==> src/rtl/bcc_pkg.sv <==
package bcc_pkg;

  // Field widths fixed by the interface definition.
  localparam int BUTTON_W    = 6;
  localparam int KIND_W      = 2;
  localparam int TIME_W      = 32;
  localparam int CFG_W       = 16;
  localparam int APB_DATA_W  = 32;
  localparam int APB_ADDR_W  = 3;

  // Default number of buttons served.
  localparam int BUTTON_COUNT_DEF = 4;

  // Register reset values, in milliseconds.
  localparam logic [CFG_W-1:0] DCW_RESET = 16'd300;
  localparam logic [CFG_W-1:0] LPT_RESET = 16'd600;

  // Register indexes (word address bit 2 of the APB port).
  typedef enum logic {
    REG_DCW = 1'b0,
    REG_LPT = 1'b1
  } reg_idx_t;

  // Classification codes.
  typedef enum logic [KIND_W-1:0] {
    KIND_SINGLE = 2'd0,
    KIND_DOUBLE = 2'd1,
    KIND_LONG   = 2'd2
  } kind_t;

  // Configuration handed from the register block to the datapath.
  typedef struct packed {
    logic [CFG_W-1:0] double_click_window;
    logic [CFG_W-1:0] long_press_time;
  } bcc_cfg_t;

endpackage

==> src/rtl/bcc_in_if.sv <==
interface bcc_in_if;
  logic                          valid;
  logic                          ready;
  logic [bcc_pkg::BUTTON_W-1:0]  button_index;
  logic                          level_pressed;
  logic [bcc_pkg::TIME_W-1:0]    timestamp_ms;

  modport source (output valid, output button_index, output level_pressed,
                  output timestamp_ms, input ready);
  modport sink   (input valid, input button_index, input level_pressed,
                  input timestamp_ms, output ready);
endinterface

==> src/rtl/bcc_out_if.sv <==
interface bcc_out_if;
  logic                          valid;
  logic                          ready;
  logic [bcc_pkg::BUTTON_W-1:0]  event_button;
  logic [bcc_pkg::KIND_W-1:0]    event_kind;

  modport source (output valid, output event_button, output event_kind, input ready);
  modport sink   (input valid, input event_button, input event_kind, output ready);
endinterface

==> src/rtl/bcc_cfg.sv <==
module bcc_cfg (
  input  logic                            clk,
  input  logic                            rst_n,
  input  logic                            cfg_psel,
  input  logic                            cfg_penable,
  input  logic                            cfg_pwrite,
  input  logic [bcc_pkg::APB_ADDR_W-1:0]  cfg_paddr,
  input  logic [bcc_pkg::APB_DATA_W-1:0]  cfg_pwdata,
  output logic [bcc_pkg::APB_DATA_W-1:0]  cfg_prdata,
  output logic                            cfg_pready,
  output bcc_pkg::bcc_cfg_t               cfg_o
);

  logic [bcc_pkg::CFG_W-1:0] dcw_r;
  logic [bcc_pkg::CFG_W-1:0] lpt_r;
  logic                      wr_en;
  bcc_pkg::reg_idx_t         reg_idx;

  // The port never inserts wait states.
  assign cfg_pready = 1'b1;
  assign wr_en      = cfg_psel && cfg_penable && cfg_pwrite && cfg_pready;
  assign reg_idx    = bcc_pkg::reg_idx_t'(cfg_paddr[2]);

  // Register writes on the access phase of a write transfer.
  always_ff @(posedge clk) begin
    if (!rst_n) begin
      dcw_r <= bcc_pkg::DCW_RESET;
      lpt_r <= bcc_pkg::LPT_RESET;
    end else if (wr_en) begin
      unique case (reg_idx)
        bcc_pkg::REG_DCW: dcw_r <= cfg_pwdata[bcc_pkg::CFG_W-1:0];
        bcc_pkg::REG_LPT: lpt_r <= cfg_pwdata[bcc_pkg::CFG_W-1:0];
        default: ;
      endcase
    end
  end

  // Read-back of the addressed register.
  always_comb begin
    cfg_prdata = '0;
    unique case (reg_idx)
      bcc_pkg::REG_DCW: cfg_prdata[bcc_pkg::CFG_W-1:0] = dcw_r;
      bcc_pkg::REG_LPT: cfg_prdata[bcc_pkg::CFG_W-1:0] = lpt_r;
      default: cfg_prdata = '0;
    endcase
  end

  assign cfg_o.double_click_window = dcw_r;
  assign cfg_o.long_press_time     = lpt_r;

endmodule

==> src/rtl/button_click_classifier_top.sv <==
// Button click classifier. Each input transfer carries a button level and a
// millisecond timestamp; a release of a pressed button yields one result
// naming the button and its class (single click, double click or long press),
// while presses, repeated levels and button numbers at or above BUTTON_COUNT
// yield nothing. One event is accepted every clock cycle as long as the result
// side takes each result when it is offered; a result left waiting in the
// output register holds stage one, and with it the input, until it is taken.
// An event passes through one register stage, where the per-button start and
// last-release times are read from their memories, and its result is loaded
// into the output register when stage one moves on. A back-to-back event on
// the same button is served by forwarding the time just written. The user is
// to write configuration over the APB port only while no events are in flight;
// the block itself does not enforce this.
module button_click_classifier_top #(
  parameter int BUTTON_COUNT = bcc_pkg::BUTTON_COUNT_DEF
) (
  input  logic                            clk,
  input  logic                            rst_n,
  bcc_in_if.sink                          in_ch,
  bcc_out_if.source                       out_ch,
  input  logic                            cfg_psel,
  input  logic                            cfg_penable,
  input  logic                            cfg_pwrite,
  input  logic [bcc_pkg::APB_ADDR_W-1:0]  cfg_paddr,
  input  logic [bcc_pkg::APB_DATA_W-1:0]  cfg_pwdata,
  output logic [bcc_pkg::APB_DATA_W-1:0]  cfg_prdata,
  output logic                            cfg_pready
);

  localparam int IDX_W  = (BUTTON_COUNT > 1) ? $clog2(BUTTON_COUNT) : 1;
  localparam int TIME_W = bcc_pkg::TIME_W;

  bcc_pkg::bcc_cfg_t cfg;

  // Configuration registers.
  bcc_cfg u_cfg (
    .clk         (clk),
    .rst_n       (rst_n),
    .cfg_psel    (cfg_psel),
    .cfg_penable (cfg_penable),
    .cfg_pwrite  (cfg_pwrite),
    .cfg_paddr   (cfg_paddr),
    .cfg_pwdata  (cfg_pwdata),
    .cfg_prdata  (cfg_prdata),
    .cfg_pready  (cfg_pready),
    .cfg_o       (cfg)
  );

  // Per-button state.
  logic [BUTTON_COUNT-1:0] pressed_r;
  logic [BUTTON_COUNT-1:0] ls_valid_r;
  logic [TIME_W-1:0]       pb_mem [BUTTON_COUNT];
  logic [TIME_W-1:0]       ls_mem [BUTTON_COUNT];
  logic [TIME_W-1:0]       pb_rd_r;
  logic [TIME_W-1:0]       ls_rd_r;

  // Stage-one registers.
  logic                         s1_valid_r;
  logic                         s1_hit_r;
  logic [IDX_W-1:0]             s1_idx_r;
  logic [bcc_pkg::BUTTON_W-1:0] s1_button_r;
  logic                         s1_level_r;
  logic [TIME_W-1:0]            s1_ts_r;
  logic                         byp_pb_r;
  logic                         byp_ls_r;
  logic [TIME_W-1:0]            byp_ts_r;

  // Output register.
  logic                         out_valid_r;
  logic [bcc_pkg::BUTTON_W-1:0] out_button_r;
  logic [bcc_pkg::KIND_W-1:0]   out_kind_r;

  logic              in_xfer;
  logic              in_range;
  logic [IDX_W-1:0]  rd_addr;
  logic              s1_adv;
  logic              pressed_cur;
  logic [TIME_W-1:0] pb_cur;
  logic [TIME_W-1:0] ls_cur;
  logic [TIME_W-1:0] held;
  logic [TIME_W-1:0] since_ls;
  logic              is_long;
  logic              is_dbl;
  logic              emit;
  logic              pb_we;
  logic              ls_we;
  bcc_pkg::kind_t    kind_nxt;

  // Handshake: stage one moves on whenever the output register is free or
  // being emptied; a new event enters whenever stage one moves or is empty.
  assign s1_adv       = s1_valid_r && (!out_valid_r || out_ch.ready);
  assign in_ch.ready  = !s1_valid_r || s1_adv;
  assign in_xfer      = in_ch.valid && in_ch.ready;

  assign in_range = {1'b0, in_ch.button_index} < (bcc_pkg::BUTTON_W + 1)'(BUTTON_COUNT);
  assign rd_addr  = in_range ? in_ch.button_index[IDX_W-1:0] : '0;

  // Current state of the button in stage one, with forwarding of a time
  // written by the previous event on the same button.
  assign pressed_cur = pressed_r[s1_idx_r];
  assign pb_cur      = byp_pb_r ? byp_ts_r : pb_rd_r;
  assign ls_cur      = byp_ls_r ? byp_ts_r : (ls_valid_r[s1_idx_r] ? ls_rd_r : '0);

  // Classification: wrapped differences against the configured limits.
  assign held     = s1_ts_r - pb_cur;
  assign since_ls = s1_ts_r - ls_cur;
  assign is_long  = held >= {{(TIME_W-bcc_pkg::CFG_W){1'b0}}, cfg.long_press_time};
  assign is_dbl   = since_ls < {{(TIME_W-bcc_pkg::CFG_W){1'b0}}, cfg.double_click_window};
  assign emit     = s1_hit_r && !s1_level_r && pressed_cur;

  always_comb begin
    if (is_long) begin
      kind_nxt = bcc_pkg::KIND_LONG;
    end else if (is_dbl) begin
      kind_nxt = bcc_pkg::KIND_DOUBLE;
    end else begin
      kind_nxt = bcc_pkg::KIND_SINGLE;
    end
  end

  assign pb_we = s1_adv && s1_hit_r && s1_level_r && !pressed_cur;
  assign ls_we = s1_adv && emit && !is_long;

  // Stage-one register.
  always_ff @(posedge clk) begin
    if (!rst_n) begin
      s1_valid_r <= 1'b0;
    end else if (in_xfer) begin
      s1_valid_r <= 1'b1;
    end else if (s1_adv) begin
      s1_valid_r <= 1'b0;
    end
  end

  always_ff @(posedge clk) begin
    if (in_xfer) begin
      s1_hit_r    <= in_range;
      s1_idx_r    <= rd_addr;
      s1_button_r <= in_ch.button_index;
      s1_level_r  <= in_ch.level_pressed;
      s1_ts_r     <= in_ch.timestamp_ms;
      byp_pb_r    <= pb_we && (s1_idx_r == rd_addr);
      byp_ls_r    <= ls_we && (s1_idx_r == rd_addr);
      byp_ts_r    <= s1_ts_r;
    end
  end

  // Press start time memory.
  always_ff @(posedge clk) begin
    if (pb_we) begin
      pb_mem[s1_idx_r] <= s1_ts_r;
    end
    if (in_xfer) begin
      pb_rd_r <= pb_mem[rd_addr];
    end
  end

  // Last short release time memory.
  always_ff @(posedge clk) begin
    if (ls_we) begin
      ls_mem[s1_idx_r] <= s1_ts_r;
    end
    if (in_xfer) begin
      ls_rd_r <= ls_mem[rd_addr];
    end
  end

  // Pressed flags and last-release valid bits.
  always_ff @(posedge clk) begin
    if (!rst_n) begin
      pressed_r  <= '0;
      ls_valid_r <= '0;
    end else begin
      if (pb_we) begin
        pressed_r[s1_idx_r] <= 1'b1;
      end else if (s1_adv && emit) begin
        pressed_r[s1_idx_r] <= 1'b0;
      end
      if (ls_we) begin
        ls_valid_r[s1_idx_r] <= 1'b1;
      end
    end
  end

  // Output register.
  always_ff @(posedge clk) begin
    if (!rst_n) begin
      out_valid_r <= 1'b0;
    end else if (s1_adv) begin
      out_valid_r <= emit;
    end else if (out_ch.ready) begin
      out_valid_r <= 1'b0;
    end
  end

  always_ff @(posedge clk) begin
    if (s1_adv && emit) begin
      out_button_r <= s1_button_r;
      out_kind_r   <= kind_nxt;
    end
  end

  assign out_ch.valid        = out_valid_r;
  assign out_ch.event_button = out_button_r;
  assign out_ch.event_kind   = out_kind_r;

`ifndef SYNTHESIS
  // A classified release leaves its button unpressed.
  a_release_clears: assert property (@(posedge clk) disable iff (!rst_n)
    (s1_adv && emit) |=> !pressed_r[$past(s1_idx_r)])
    else $error("button still pressed after a classified release");

  // A result only appears when stage one hands an event on.
  a_out_from_s1: assert property (@(posedge clk) disable iff (!rst_n)
    $rose(out_valid_r) |-> $past(s1_adv))
    else $error("result appeared without an event leaving stage one");

  // A long press does not touch the last short release record.
  a_long_keeps_ls: assert property (@(posedge clk) disable iff (!rst_n)
    (s1_adv && emit && is_long) |=> $stable(ls_valid_r))
    else $error("long press changed the last short release record");
`endif

endmodule

==> src/flat_wrapper.sv <==
// flat-port wrapper written by rule: the top's interface ports become plain ports
module button_click_classifier_top_flat 
#(
  parameter int BUTTON_COUNT = bcc_pkg::BUTTON_COUNT_DEF
)
  (clk, rst_n, cfg_psel, cfg_penable, cfg_pwrite, cfg_paddr, cfg_pwdata, cfg_prdata, cfg_pready, in_ch_valid, in_ch_button_index, in_ch_level_pressed, in_ch_timestamp_ms, in_ch_ready, out_ch_valid, out_ch_event_button, out_ch_event_kind, out_ch_ready);
  bcc_in_if in_ch_i ();
  bcc_out_if out_ch_i ();
  input  logic clk;
  input  logic rst_n;
  input  logic cfg_psel;
  input  logic cfg_penable;
  input  logic cfg_pwrite;
  input  logic [bcc_pkg::APB_ADDR_W-1:0] cfg_paddr;
  input  logic [bcc_pkg::APB_DATA_W-1:0] cfg_pwdata;
  output logic [bcc_pkg::APB_DATA_W-1:0] cfg_prdata;
  output logic cfg_pready;
  input wire logic [$bits(in_ch_i.valid)-1:0] in_ch_valid;
  input wire logic [$bits(in_ch_i.button_index)-1:0] in_ch_button_index;
  input wire logic [$bits(in_ch_i.level_pressed)-1:0] in_ch_level_pressed;
  input wire logic [$bits(in_ch_i.timestamp_ms)-1:0] in_ch_timestamp_ms;
  output wire logic [$bits(in_ch_i.ready)-1:0] in_ch_ready;
  output wire logic [$bits(out_ch_i.valid)-1:0] out_ch_valid;
  output wire logic [$bits(out_ch_i.event_button)-1:0] out_ch_event_button;
  output wire logic [$bits(out_ch_i.event_kind)-1:0] out_ch_event_kind;
  input wire logic [$bits(out_ch_i.ready)-1:0] out_ch_ready;
  assign in_ch_i.valid = in_ch_valid;
  assign in_ch_i.button_index = in_ch_button_index;
  assign in_ch_i.level_pressed = in_ch_level_pressed;
  assign in_ch_i.timestamp_ms = in_ch_timestamp_ms;
  assign in_ch_ready = in_ch_i.ready;
  assign out_ch_valid = out_ch_i.valid;
  assign out_ch_event_button = out_ch_i.event_button;
  assign out_ch_event_kind = out_ch_i.event_kind;
  assign out_ch_i.ready = out_ch_ready;
  button_click_classifier_top #(.BUTTON_COUNT(BUTTON_COUNT)) u_core (.clk(clk), .rst_n(rst_n), .in_ch(in_ch_i), .out_ch(out_ch_i), .cfg_psel(cfg_psel), .cfg_penable(cfg_penable), .cfg_pwrite(cfg_pwrite), .cfg_paddr(cfg_paddr), .cfg_pwdata(cfg_pwdata), .cfg_prdata(cfg_prdata), .cfg_pready(cfg_pready));
endmodule
==> config.mk <==
export PLATFORM = sky130hd
export DESIGN_NAME = button_click_classifier_top_flat
export DESIGN_NICKNAME = d
export VERILOG_FILES = /design/src/rtl/bcc_pkg.sv /design/src/rtl/bcc_in_if.sv /design/src/rtl/bcc_out_if.sv /design/src/rtl/bcc_cfg.sv /design/src/rtl/button_click_classifier_top.sv /design/src/flat_wrapper.sv
export SDC_FILE = /design/constraint.sdc
export NUM_CORES = 1
export LEC_CHECK = 0
export ABC_CLOCK_PERIOD_IN_PS = 16149
export BUFFER_PORTS_ARGS = -buffer_cell sky130_fd_sc_hd__clkbuf_2
export CAP_MARGIN = 10
export CORE_MARGIN = 10
export CORE_UTILIZATION = 63
export DETAILED_ROUTE_END_ITERATION = 6
export PLACE_DENSITY = 0.87
export SYNTH_ARGS = -nofsm -noshare
export SYNTH_HDL_FRONTEND = slang
export SYNTH_SLANG_ARGS = --single-unit
==> constraint.sdc <==
create_clock -name clk -period 16.15 [get_ports clk]
set_input_delay 3.23 -clock clk [delete_from_list [all_inputs] [get_ports clk]]
set_output_delay 3.23 -clock clk [all_outputs]
set_load 0.1 [all_outputs]
==> key figures, run 1 <==
Critical path
  – Nature of the critical path startpoint: input pin
  – Worst R2R Path Depth: 20
  – Cells along the critical path: clkbuf_2 -> o21ai_0 -> clkbuf_2
  – Crit path top cell by count: clkbuf_2
  – Crit. End Element: output port
  – Crit path DAT: 4.49 ns
  – CP max-delay cell: clkbuf_2
  – CP max stage delay: 0.52 ns
  – CP Launch Point: cfg_paddr[2]
  – Setup slack, reg-to-reg: 9.56 ns
  – Critical Path Fanout Max: 34
  – WP data required: 12.92 ns
  – Reg2reg start: u_core.byp_pb_r
  – Kind of critical path: in2out

Logic synthesis
  – Syn Area/Cell: 11.85 µm²
  – Synthesized area: 0.02151 mm²
  – Synth warn: 0
  – Async SR Flop Fraction: 0%
  – Post-synth EDFFs: 404
  – Main synth FF type: edfxtp_1
  – Synth unique cells: 86
  – Synth Register Bits: 446
  – Post-synthesis sequential area ratio: 60.30%
  – Synthesized netlist cell count: 1816

Min path
  – Cells on Worst Hold Path: 0
  – Worst hold path type: reg2reg
  – Hold Startpoint: u_core.s1_button_r[2]

Layout
  – Most used cells in the layout excluding fill and tap cells: 404 x edfxtp_1, 281 x nand2_1, 95 x ha_1
  – Fin util: 70.62%
  – Fin nets: 2052
  – Share of cells above drive strength 1: 10.91%
  – # diodes: 0
  – Layout fillers: 2150
  – Commonest non-fill, non-tap cell in the layout: edfxtp_1
  – Final Non-Filler Cells: 2355
  – Area Growth Syn to Fin: 10.35%

Pwr
  – Clock power share: 37.6%
  – Max rail drop VDD: 0.00009538 V
  – Comb pwr share: 13.8%
  – Power Internal: 2012 µW
  – Seq pwr share: 48.6%
  – Sw Ratio: 25.92%
  – Leakage: 0.008305 µW
  – NetSw: 704.0 µW
  – Pwr dens: 114.4 mW/mm²

STA
  – Fin. max-slew vios: 0
  – Sum Neg Setup Slack: 0 ns
  – Layout Skew: 0.01539 ns
  – Post-layout minimum cycle time: 7.722 ns
  – Final setup fails: 0
  – Worst slew margin: 24.58%
  – Final Hold Fails: 0
  – Fmax: 129.5 MHz
  – RSZ-0062 raised after global routing: no
  – Final Cycle Share: 47.81%
  – Min Hold Slack: 0.4197 ns
  – Slew @ Worst Pin: 1.131 ns

Drt
  – Antenna viol nets, final: 0
  – Top routing layer used: met4
  – Met3 wire len: 5.969 mm
  – Vias per cell: 6.511
  – Met2 WL post-DR: 24.65 mm
  – Routed len/inst: 23.15 µm
  – Overall via count from detail_route: 15333
  – DR iter-0 viols: 1772
  – DRC Markers: 6
  – Met1 Routed Length: 22.20 mm
  – WL final: 54.52 mm
  – Drt pass-1 iters: 7

Clock network
  – Clk Latency, worst-skew pair: 0.57 ns
  – Clock-pin slew on the worst setup and hold paths: 0.06 ns
  – Clock root buffer: clkbuf_16
  – TritonCTS buffer count: 43
  – CTS max path bufs: 3
  – H-tree depth: 2
  – # clock sinks: 446
  – Cts hold-fix bufs: 0
  – CTS tree: yes
  – Setup bufs post-CTS: 0
  – Post-CTS resize count: 0

Die
  – Die Span Y: 204.8 µm
  – Die W: 204.8 µm
  – FP Rows: 67
  – IO Count: 124
  – Initial Util: 64.00%
  – DIE AREA: 0.04194 mm²
  – Total core area: 0.03362 mm²

Global route
  – Total GRT Usage: 25.29%
  – Initial antenna violation count: 0
  – Pin count of the biggest net entering global routing: 101
  – First-pass GRT wire length: 82.50 mm
  – Global route overflow: 0
  – Vias in the first global route: 14801

Flow run
  – Number of max-cap violations: 0

Placed design
  – GP Congestion: 0.9551
  – Port bufs: 88
  – Cells after DPL: 2277
  – Detail Placement HPWL: 35.42 mm

Run status
  – Failing checks: DRC
  – Status: complete, but fails checks
## cells in the mapped netlist, types with 6 or more instances
master | instances | share of area (%)
o31ai_1 | 13 | 0.45
nor4_1 | 9 | 0.26
inv_1 | 55 | 0.96
dfxtp_1 | 42 | 3.9
and2_1 | 9 | 0.26
or3_1 | 6 | 0.17
a21o_1 | 13 | 0.45
edfxtp_1 | 404 | 56
a21oi_1 | 90 | 2.1
clkbuf_1 | 80 | 1.4
o211ai_1 | 20 | 0.70
o21bai_1 | 8 | 0.28
nand2b_1 | 17 | 0.49
mux2i_1 | 36 | 1.7
a31oi_1 | 73 | 2.1
o21ai_0 | 46 | 1.1
xnor2_1 | 25 | 1.0
nor2_1 | 55 | 0.96
a211oi_1 | 69 | 2.4
a21boi_0 | 25 | 0.87
buf_2 | 7 | 0.16
nand3_1 | 21 | 0.49
ha_1 | 95 | 5.5
and3_1 | 8 | 0.23
nor2b_1 | 79 | 2.3
buf_4 | 17 | 0.59
o21a_1 | 15 | 0.52
a22oi_1 | 33 | 1.2
o21ai_1 | 12 | 0.28
xor2_1 | 13 | 0.53
nand4_1 | 20 | 0.58
nand2_1 | 283 | 4.9
nor3_1 | 23 | 0.54
## per-stage QoR
step	area (µm²)	setup WS (ns)	power [µW]
after CTS	23740	8.452	2714
after floorplan	21570	7.232	1608
after global routing	23740	8.347	2804
final	23740	8.428	2716
after global placement	22300	8.471	1696
after detailed placement	22300	8.445	1708
## path summary, 6_finish.rpt
check,end
worst min-delay path,u_core.out_ch.event_button[2]
worst min register to register,u_core.out_ch.event_button[2]
worst max-delay path,cfg_prdata[4]
worst max register to register,u_core.ls_mem[3][18]
## power by group through the flow
stage | combinational, µW | sequential [µW] | clock (µW)
after detailed placement | 364 | 1340 | 0
after floorplan | 277 | 1330 | 0
final | 375 | 1320 | 1020
after global routing | 406 | 1320 | 1070
after CTS | 367 | 1320 | 1030
after global placement | 355 | 1340 | 0
## layer usage
layer / vias up / global-route usage [%]
met5: - / 0
met1: 7397 / 35.32
li1: 6929 / -
met2: 889 / 39.15
met4: 0 / 8.675
met3: 118 / 4.754
## worst max-delay path, delay by kind of cell
family | cells | cell delay [ns]
AOI/OAI and AO/OA | 1 | 0.37
buffers and inverters | 2 | 0.87
## final cells by class
| class | instances | area (µm²) | area share, % |
|---|---|---|---|
| timing repair buffer | 108 | 593.1 | 2.498 |
| clock inverter | 21 | 269.0 | 1.133 |
| sequential | 446 | 12970 | 54.64 |
| multi-input combinational | 1218 | 7960 | 33.53 |
| clock buffer | 57 | 1170 | 4.928 |
| tap | 448 | 560.5 | 2.361 |
| inverter | 57 | 215.2 | 0.9065 |
## sequential cells by signal, indices dropped and copies added (netlist names), 4 cells and up, named ones only
name	cells
u_core.out_ch.event_button	6
u_core.s1_ts_r	32
u_core.u_cfg.lpt_r	16
u_core.ls_mem	128
u_core.pb_rd_r	32
u_core.pb_mem	128
u_core.ls_rd_r	32
u_core.ls_valid_r	4
u_core.byp_ts_r	32
u_core.s1_button_r	6
u_core.u_cfg.dcw_r	16
## cells by family (layout without fill, tap and decap cells)
family,after synthesis,in the layout,share of synthesized area (%)
flops,446,446,60.30
fa+ha+maj,97,97,5.711
compound gates,467,467,14.70
buf+inv,167,243,3.286
xor+xnor,38,38,1.547
simple gates,559,559,12.43
other cells,2,17,0.03491
mux,40,40,1.989
Power figures use the tool's default switching activity.
==> run 2: changes to the inputs <==
--- a/config.mk
+++ b/config.mk
@@ -5,13 +5,13 @@
 export SDC_FILE = /design/constraint.sdc
 export NUM_CORES = 1
 export LEC_CHECK = 0
-export ABC_CLOCK_PERIOD_IN_PS = 16149
+export ABC_CLOCK_PERIOD_IN_PS = 7500
 export BUFFER_PORTS_ARGS = -buffer_cell sky130_fd_sc_hd__clkbuf_2
 export CAP_MARGIN = 10
 export CORE_MARGIN = 10
-export CORE_UTILIZATION = 63
+export CORE_UTILIZATION = 61
 export DETAILED_ROUTE_END_ITERATION = 6
-export PLACE_DENSITY = 0.87
+export PLACE_DENSITY = 0.85
 export SYNTH_ARGS = -nofsm -noshare
 export SYNTH_HDL_FRONTEND = slang
 export SYNTH_SLANG_ARGS = --single-unit
==> constraint.sdc (replaced) <==
create_clock -name clk -period 7.5 [get_ports clk]
set_input_delay 1.5 -clock clk [delete_from_list [all_inputs] [get_ports clk]]
set_output_delay 1.5 -clock clk [all_outputs]
set_load 0.1 [all_outputs]
==> key figures, run 2 (synthesized netlist as in run 1, its figures left out) <==
Run status
  – Status: completed

Placed design
  – GP Congestion: 0.9608
  – Port bufs: 88
  – Detail Placement HPWL: 36.72 mm
  – Dpl cell area: 0.02233 mm²
  – Cells after DPL: 2288

Drt
  – Antenna viol nets, final: 0
  – Routed len/inst: 22.80 µm
  – Met3 wire len: 4.823 mm
  – Met2 WL post-DR: 24.57 mm
  – WL final: 53.84 mm
  – DR iter-0 viols: 1821
  – Vias per cell: 6.376
  – Top routing layer used: met4
  – Overall via count from detail_route: 15054
  – DRC Markers: 0
  – Met1 Routed Length: 23.33 mm
  – Drt pass-1 iters: 5

Pwr
  – Pwr dens: 238.0 mW/mm²
  – NetSw: 1474 µW
  – Power Total: 5616 µW
  – Sw Ratio: 26.25%
  – Comb pwr share: 14.4%
  – Seq pwr share: 50.6%
  – Max rail drop VDD: 0.0002106 V
  – Power Internal: 4142 µW
  – Clock power share: 35.0%
  – Leakage: 0.008223 µW

Layout
  – Area Growth Syn to Fin: 9.695%
  – Share of cells above drive strength 1: 10.44%
  – Most used cells in the layout excluding fill and tap cells: 404 x edfxtp_1, 281 x nand2_1, 95 x ha_1
  – Commonest non-fill, non-tap cell in the layout: edfxtp_1
  – Layout fillers: 2399
  – Largest registers: u_core.ls_mem (128), u_core.pb_mem (128)
  – Post-route cell area: 0.02360 mm²
  – # diodes: 0
  – Fin nets: 2055
  – Final Non-Filler Cells: 2361

Global route
  – Vias in the first global route: 14727
  – First-pass GRT wire length: 83.57 mm
  – Initial antenna violation count: 0
  – Pin count of the biggest net entering global routing: 88
  – Global route overflow: 0
  – Total GRT Usage: 24.17%

Min path
  – Worst hold path type: reg2reg

Die
  – Die W: 207.8 µm
  – FP Rows: 68
  – DIE AREA: 0.04318 mm²
  – Die Span Y: 207.8 µm
  – Initial Util: 61.98%
  – Total core area: 0.03471 mm²
  – IO Count: 124

Critical path
  – CP max stage delay: 0.90 ns
  – WP data required: 7.67 ns
  – Kind of critical path: reg2reg
  – Crit path DAT: 6.70 ns
  – Critical Path Fanout Max: 32
  – Nature of the critical path startpoint: flip-flop
  – Cells along the critical path: buf_4 -> mux2i_1 -> ha_1 -> o211ai_1 -> a21o_1 -> and2_1 -> o21ai_0 -> a31oi_1 -> xnor2_1 -> ha_1 -> a21o_1 -> a21oi_1 -> nor2b_1 -> a2111oi_0 -> nor4_1 -> nor4b_2 -> nand4_2 -> nor3_2 -> buf_4
  – CP max-delay cell: edfxtp_1
  – Crit. End Element: flip-flop

STA
  – Post-layout minimum cycle time: 6.534 ns
  – Fmax: 153.0 MHz
  – Layout Skew: 0.04169 ns
  – Final Cycle Share: 87.12%
  – RSZ-0062 raised after global routing: no
  – Worst slew margin: 35.73%
  – Fin. max-slew vios: 0
  – Final setup fails: 0
  – Final Hold Fails: 0
  – Sum Neg Setup Slack: 0 ns
  – Slew @ Worst Pin: 0.9640 ns

Clock network
  – # clock sinks: 446
  – Cts hold-fix bufs: 0
  – Clock-pin slew on the worst setup and hold paths: 0.07 ns
  – CTS tree: yes
  – Post-CTS resize count: 0
  – Clock root buffer: clkbuf_16
  – H-tree depth: 2
  – Setup bufs post-CTS: 0
  – Clk Latency, worst-skew pair: 0.57 ns
  – CTS max path bufs: 3
  – TritonCTS buffer count: 42

Flow run
  – Number of max-cap violations: 0
## run 2: final cells by class
type	count	area (µm²)	area share, %
Sequential cell	446	12970	54.97
Clock inverter	20	152.6	0.6468
Clock buffer	53	1114	4.718
Timing Repair Buffer	112	623.1	2.640
Multi-Input combinational cell	1218	7955	33.71
Inverter	57	214.0	0.9066
Tap cell	455	569.3	2.412
## run 2: path summary, 6_finish.rpt
| check | end | slack, ns | depth (start not counted) | startpoint |
|---|---|---|---|---|
| worst min-delay path | u_core.out_ch.event_button[0] | 0.42 | 0 | u_core.s1_button_r[0] |
| worst max register to register | u_core.ls_mem[3][26] | 0.97 | 19 | u_core.byp_pb_r |
| worst min register to register | u_core.out_ch.event_button[0] | 0.42 | 0 | u_core.s1_button_r[0] |
| worst max-delay path | u_core.ls_mem[3][26] | 0.97 | 19 | u_core.byp_pb_r |
## run 2: power by group through the flow
stage,Sequential [µW],Clock [µW],Combinational (µW)
global placement,2880,0,773
global route,2850,2100,885
detailed placement,2890,0,790
CTS,2840,1990,794
finish,2840,1960,810
floorplan,2870,0,596
## run 2: critical path: cells and delay by family, from the launching register on
kind	cells	cell delay (ns)
mux	1	0.29
flops	1	0.90
xor+xnor	1	0.18
fa+ha+maj	2	0.62
compound gates	7	1.66
simple gates	6	1.41
buf+inv	2	1.06
## run 2: per-layer routing
metal / up-vias / track usage [%]
met3: 77 / 4.137
met2: 715 / 37.46
met5: - / 0
li1: 6910 / -
met4: 0 / 6.202
met1: 7352 / 34.72
## run 2: per-stage QoR
step / worst slack (ns) / util [%] / hold WS [ns]
finish: 0.9660 / 67.99 / 0.4210
CTS: 1.063 / 67.99 / 0.4248
global route: 0.6629 / 67.99 / 0.4365
floorplan: 0.6207 / - / 0.4003
detailed placement: 1.111 / 64.34 / 0.4104
global placement: 1.271 / 64.34 / 0.4014
